### config.mk
export PLATFORM = sky130hd
export DESIGN_NAME = sca_size_dec
export DESIGN_NICKNAME = d
export VERILOG_FILES = /design/src/hw/rtl/sca_pkg.sv /design/src/hw/rtl/sca_size_dec.sv
export SDC_FILE = /design/constraint.sdc
export NUM_CORES = 1
export LEC_CHECK = 0
export ABC_AREA = 1
export BUFFER_PORTS_ARGS = -buffer_cell sky130_fd_sc_hd__buf_2
export CAP_MARGIN = 20
export CORE_AREA = 8 8 45 47
export DETAILED_ROUTE_END_ITERATION = 16
export DIE_AREA = 0 0 53 55
export PLACE_DENSITY = 0.75
export SLEW_MARGIN = 0
export SYNTH_ARGS = -nofsm -noshare
export SYNTH_HDL_FRONTEND = slang
export SYNTH_SLANG_ARGS = --single-unit
### constraint.sdc
create_clock -name vclk -period 1.2
set_input_delay 0 -clock vclk [all_inputs]
set_output_delay 0 -clock vclk [all_outputs]
set_load 0.05 [all_outputs]
### src/hw/rtl/sca_pkg.sv
// ---------------------------------------------------------------------------
// sca_pkg: shared types and constants for the size-class slab allocator
// Pool geometry, status codes and link formats used by every module.
// ---------------------------------------------------------------------------
package sca_pkg;

  localparam int PAGE_WORDS  = 1024;
  localparam int NUM_PAGES   = 64;
  localparam int NUM_BUCKETS = 257;
  localparam int WORD_BYTES  = 4;

  localparam int POOL_WORDS  = NUM_PAGES * PAGE_WORDS;
  localparam int ADDR_W      = $clog2(POOL_WORDS);
  localparam int PG_W        = $clog2(NUM_PAGES);
  localparam int OFF_W       = $clog2(PAGE_WORDS);
  localparam int BKT_W       = $clog2(NUM_BUCKETS);
  localparam int CNT_W       = $clog2(PAGE_WORDS) + 1;
  localparam int WALK_W      = $clog2(POOL_WORDS + 2);
  localparam int SIZE_W      = 32;
  localparam int MAX_SMALL   = (NUM_BUCKETS - 1) * WORD_BYTES;

  localparam int IN_DATA_W   = SIZE_W + 16;
  localparam int OUT_FIELD_W = 16 + 2 + 1;
  localparam int OUT_DATA_W  = ((OUT_FIELD_W + 7) / 8) * 8;

  typedef enum logic [1:0] {
    ST_OK        = 2'd0,
    ST_TOO_LARGE = 2'd1,
    ST_NO_PAGES  = 2'd2,
    ST_BAD_SIZE  = 2'd3
  } status_t;

  typedef enum logic {
    REQ_ALLOC = 1'b0,
    REQ_FREE  = 1'b1
  } req_t;

  typedef struct packed {
    status_t            status;
    logic [BKT_W-1:0]   bucket;
  } size_class_t;

  typedef struct packed {
    logic               vld;
    logic [ADDR_W-1:0]  addr;
  } link_t;

  typedef struct packed {
    logic               vld;
    logic [PG_W-1:0]    page;
  } plink_t;

endpackage

### src/hw/rtl/sca_size_dec.sv
// ---------------------------------------------------------------------------
// sca_size_dec: size class decoder
// Rounds a byte size up to whole words and checks it against the buckets.
// ---------------------------------------------------------------------------
module sca_size_dec (
  input  logic [sca_pkg::SIZE_W-1:0] size_bytes,
  output sca_pkg::size_class_t       cls
);
  import sca_pkg::*;

  localparam int RND_W = $clog2(MAX_SMALL + WORD_BYTES) + 1;

  logic [RND_W-1:0] rounded;
  logic [RND_W-1:0] words;

  always_comb begin
    rounded    = RND_W'(size_bytes) + RND_W'(WORD_BYTES - 1);
    words      = RND_W'(rounded / WORD_BYTES);
    cls.bucket = words[BKT_W-1:0];
    if (size_bytes == '0) begin
      cls.status = ST_BAD_SIZE;
    end else if (size_bytes > SIZE_W'(MAX_SMALL)) begin
      cls.status = ST_TOO_LARGE;
    end else if ((int'(words) + 1 > PAGE_WORDS) || (int'(words) >= NUM_BUCKETS)) begin
      cls.status = ST_TOO_LARGE;
    end else begin
      cls.status = ST_OK;
    end
  end

endmodule

==> impl_metrics.tcl, run 1 <==
set metrics [dict create \
    tightestPinTransition_ns 0.256 \
    yosys-top-cells-count "nor2_1 (25), nand2_1 (17), inv_1 (8), xor2_1 (4), nand3_1 (3)" \
    syn_avg_cell_area_um2 4.83 \
    first_iter_violations 3 \
    dr.pass1.iters 2 \
    fin_ws_ns 0.245 \
    seq_cells 0 \
    maxCapViolCount 0 \
    grt_max_degree 6 \
    start_util_pct 24.4 \
    port_buffers 43 \
    finalSetupViolations 0 \
    place_ws_ns 0.235 \
    synthMuxAreaShare_pct 0 \
    yosys.area_share.simple_pct 73.3 \
    crit_path_end_kind "primary output" \
    powerDensity_nw_per_um2 401 \
    hp-class "in -> out" \
    routed_wl_um 1310 \
    rsz0062_at_grt "no" \
    grt_pass1_wl_um 1810 \
    fillCellCount 156 \
    path_class "in -> out" \
    fp.dieH_um 55 \
    grt_usage_pct 7.47 \
    dpl.cell_count 129 \
    fin_nets 147 \
    crit_fanout 3 \
    synth_compound_area_share_pct 4.81 \
    holdPathEnd "cls[8]" \
    ctsHoldBuffers 0 \
    grt_pass1_vias 486 \
    setup_tns_ns 0 \
    whs_path_depth 5 \
    yosys_warnings 0 \
    syn_nets 102 \
    route.detailed.drc 0 \
    netlist_area_um2 338 \
    vdd_drop_max_mv 0.142 \
    ioPinCount 43 \
    cp_cell_sequence "buf_2, nor2_4, nand2_1, nor2_1, nand3_1, nor2_1, buf_2" \
    fmax_mhz 1050 \
    die_area_um2 2920 \
    synth_top_family_by_area "simple AND/OR/NAND/NOR gates" \
    synth_top_area_share_pct 27.8 \
    final_cells 129 \
    yosys.cell_types.count 17 \
    diodes 0 \
    antenna_left 0 \
    syn_inst 70 \
    ys_seq_area_share_pct 0 \
    slowest_stage "buf_2" \
    nClkBuffers 0 \
    postCtsSetupBuffers 0 \
    drv_slew 0 \
    detail_route.wl_per_cell_um 10.2 \
    vias 538 \
    hp-start "size_bytes[10]" \
    relSlewSlack_pct 83.1 \
    start_kind "input port" \
    arrival_ns 0.96 \
    drive_gt1_share_pct 43.4 \
    dp_hpwl_um 1250 \
    antenna_found_initial 0 \
    finalWorstPathRequiredPeriod_ns 0.955 \
    syn_to_final_growth_pct 69.6 \
    vias_per_cell 4.17 \
    synth_xor_area_share_pct 13.0 \
    period_share_pct 79.6 \
    required_ns 1.20 \
    synth.top_cells.by_area "nor2_1 (28%), nand2_1 (19%), xor2_1 (10%)" \
    hold_violations 0 \
    synth_top_area_cell "nor2_1" \
    synthAdderAreaFrac_pct 0 \
    coreArea_um2 1380 \
    cpPeakStageDelay_ns 0.27 \
    post_cts_resized 0 \
    place_congestion 0.768 \
    grt_overflow 0 \
    leakagePower_uw 0.000316 \
    yosysMostFrequentCell "nor2_1" \
    die_x_um 53 \
    seqCellArea_um2 0 \
    status "completed" \
    rows 14 \
]
[layout by cell type, fill, tap and decap left out, types with 2 or more instances in the layout]
| cell type | Yosys | routed |
|---|---|---|
| nand3_1 | 3 | 3 |
| nor2_4 | 2 | 2 |
| nor2_1 | 25 | 25 |
| inv_1 | 8 | 8 |
| xor2_1 | 4 | 4 |
| nand2_1 | 17 | 17 |
| buf_2 | 0 | 43 |
[critical path, delay by kind of cell]
family,cells,cell delay (ns)
buffers and inverters,2,0.39
AND/OR/NAND/NOR,5,0.57
[logic make-up after synthesis]
logic type / Yosys count
xor gates and xnor gates: 5
AOI/OAI and AO/OA: 2
buffers and inverters: 8
and+or+nand+nor: 55
[area by class of cell]
class	count	area (um^2)	share of cell area, %
inverter	8	30.0	5.24
tap	16	20.0	3.49
multi-input combinational	62	308	53.7
timing repair buffer	43	215	37.6
[per-stage QoR]
stage / cell area [um^2] / util, % / total power (uW) / hold slack [ns]
after floorplan: 338 / - / 141 / 0.275
after global placement: 573 / 41.4 / 228 / 0.416
after detailed placement: 573 / 41.4 / 232 / 0.425
after CTS: 573 / 41.4 / 232 / 0.428
after global routing: 573 / 41.4 / 249 / 0.462
final: 573 / 41.4 / 230 / 0.427
[power by group]
part           total, uW  internal, uW  switching, uW
clock                  0             0              0
sequential             0             0              0
combinational        230          79.5            151
[layer usage]
layer	wire [um]	GRT usage, %	up-vias
met5	0	0	-
met4	0	0	0
met3	53	0.267	0
met2	809	16.0	11
met1	451	8.14	228
li1	-	-	299
[how the worst max path moves through the flow]
stage                   startpoint      end  cells after the start
global placement     size_bytes[0]  cls[10]                      7
CTS                  size_bytes[0]  cls[10]                      7
detailed placement   size_bytes[0]  cls[10]                      7
finish               size_bytes[0]  cls[10]                      7
global route         size_bytes[3]   cls[8]                      8
floorplan           size_bytes[10]  cls[10]                      4
(Power assumes the default switching activity.)
==> inputs of run 2 (changes only) <==
Settings changed: PLACE_DENSITY 0.75 to 0.78.
Clock period 1.2 ns to 0.86 ns, I/O delays scaled along.
==> impl_metrics.tcl, run 2 (synthesized netlist as in run 1, its figures left out) <==
set metrics [dict create \
    tightestPinTransition_ns 0.251 \
    grt_max_degree 5 \
    relSlewSlack_pct 83.4 \
    place_ws_ns -0.129 \
    die_area_um2 2920 \
    detail_route.wl_per_cell_um 10.2 \
    fp.dieH_um 55 \
    grt_pass1_wl_um 2040 \
    vdd_drop_max_mv 0.213 \
    hold_ws_ns 0.378 \
    setup_tns_ns 0 \
    hold_violations 0 \
    crit_start "size_bytes[1]" \
    final_area_um2 802 \
    final_common_cell "buf_2" \
    start_util_pct 24.4 \
    finalWorstPathRequiredPeriod_ns 0.835 \
    maxCapViolCount 0 \
    die_x_um 53 \
    coreArea_um2 1380 \
    leakagePower_uw 0.000403 \
    arrival_ns 0.84 \
    period_share_pct 97.1 \
    syn_to_final_growth_pct 137 \
    fillCellCount 142 \
    seqCellArea_um2 0 \
    ctsHoldBuffers 0 \
    grt_usage_pct 8.24 \
    start_kind "input port" \
    grt_overflow 0 \
    routed_wl_um 1420 \
    seq_cells 0 \
    hp-start "size_bytes[1]" \
    diodes 0 \
    postCtsSetupBuffers 0 \
    antenna_left 0 \
    ioPinCount 43 \
    crit_fanout 3 \
    hp-class "in -> out" \
    drive_gt1_share_pct 59.3 \
    antenna_found_initial 0 \
    rows 14 \
    place_area_um2 678 \
    port_buffers 43 \
    powerDensity_nw_per_um2 530 \
    post-route-util_pct 58.0 \
    rsz0062_at_grt "yes" \
    status "completed" \
    vias 606 \
    grt_pass1_vias 550 \
    finalSetupViolations 0 \
    fin_nets 157 \
    fmax_mhz 1200 \
    crit_path_end_kind "primary output" \
    path_class "in -> out" \
    layout_common_cells "buf_2 (29), nor2_1 (17), nand2_1 (15)" \
    fin_ws_ns 0.0249 \
    first_iter_violations 5 \
    dr.pass1.iters 4 \
    vias_per_cell 4.36 \
    route.detailed.drc 0 \
    dp_hpwl_um 1270 \
    place_congestion 0.758 \
    required_ns 0.86 \
    drv_slew 0 \
    nClkBuffers 0 \
]
[run 2: path summary, 6_finish.rpt]
check	endpoint	cells past startpoint
max	cls[9]	8
min	cls[0]	4
[run 2: what timing repair did]
action	CTS	global route
gates resized for setup	20	18
setup endpoints to repair	9	10
hold endpoints to repair	0	0
pin swaps	4	8
[run 2: layout make-up]
cell class	count	area (um^2)	area share [%]
inverters	8	30.0	3.74
repair buffers	53	374	46.6
well taps	16	20.0	2.50
multi-input cells	62	378	47.1
[run 2: report_power, final]
part	internal, uW	switching, uW
Combinational	189	237
Clock	0	0
Sequential	0	0
[run 2: critical path, cell delays in order]
cell and delay [ns]:
buf_8 0.10, nor2_4 0.14, nand2_1 0.10, nor2_4 0.11, nand2_1 0.06, nand2_1 0.06, nand3_1 0.09, buf_6 0.16
[run 2: through the flow]
step	cells	total power, uW
after global routing	139	458
final	139	425
after detailed placement	139	368
after floorplan	70	207
after CTS	139	401
after global placement	139	361
[run 2: layer usage]
metal	global-route usage (%)	routed length, um	vias up	part of all wire (%)
li1	-	-	318	-
met2	17.2	885	18	62
met1	8.93	444	270	31
met3	1.07	88	0	6.2
met5	0	0	-	0
met4	0	0	0	0
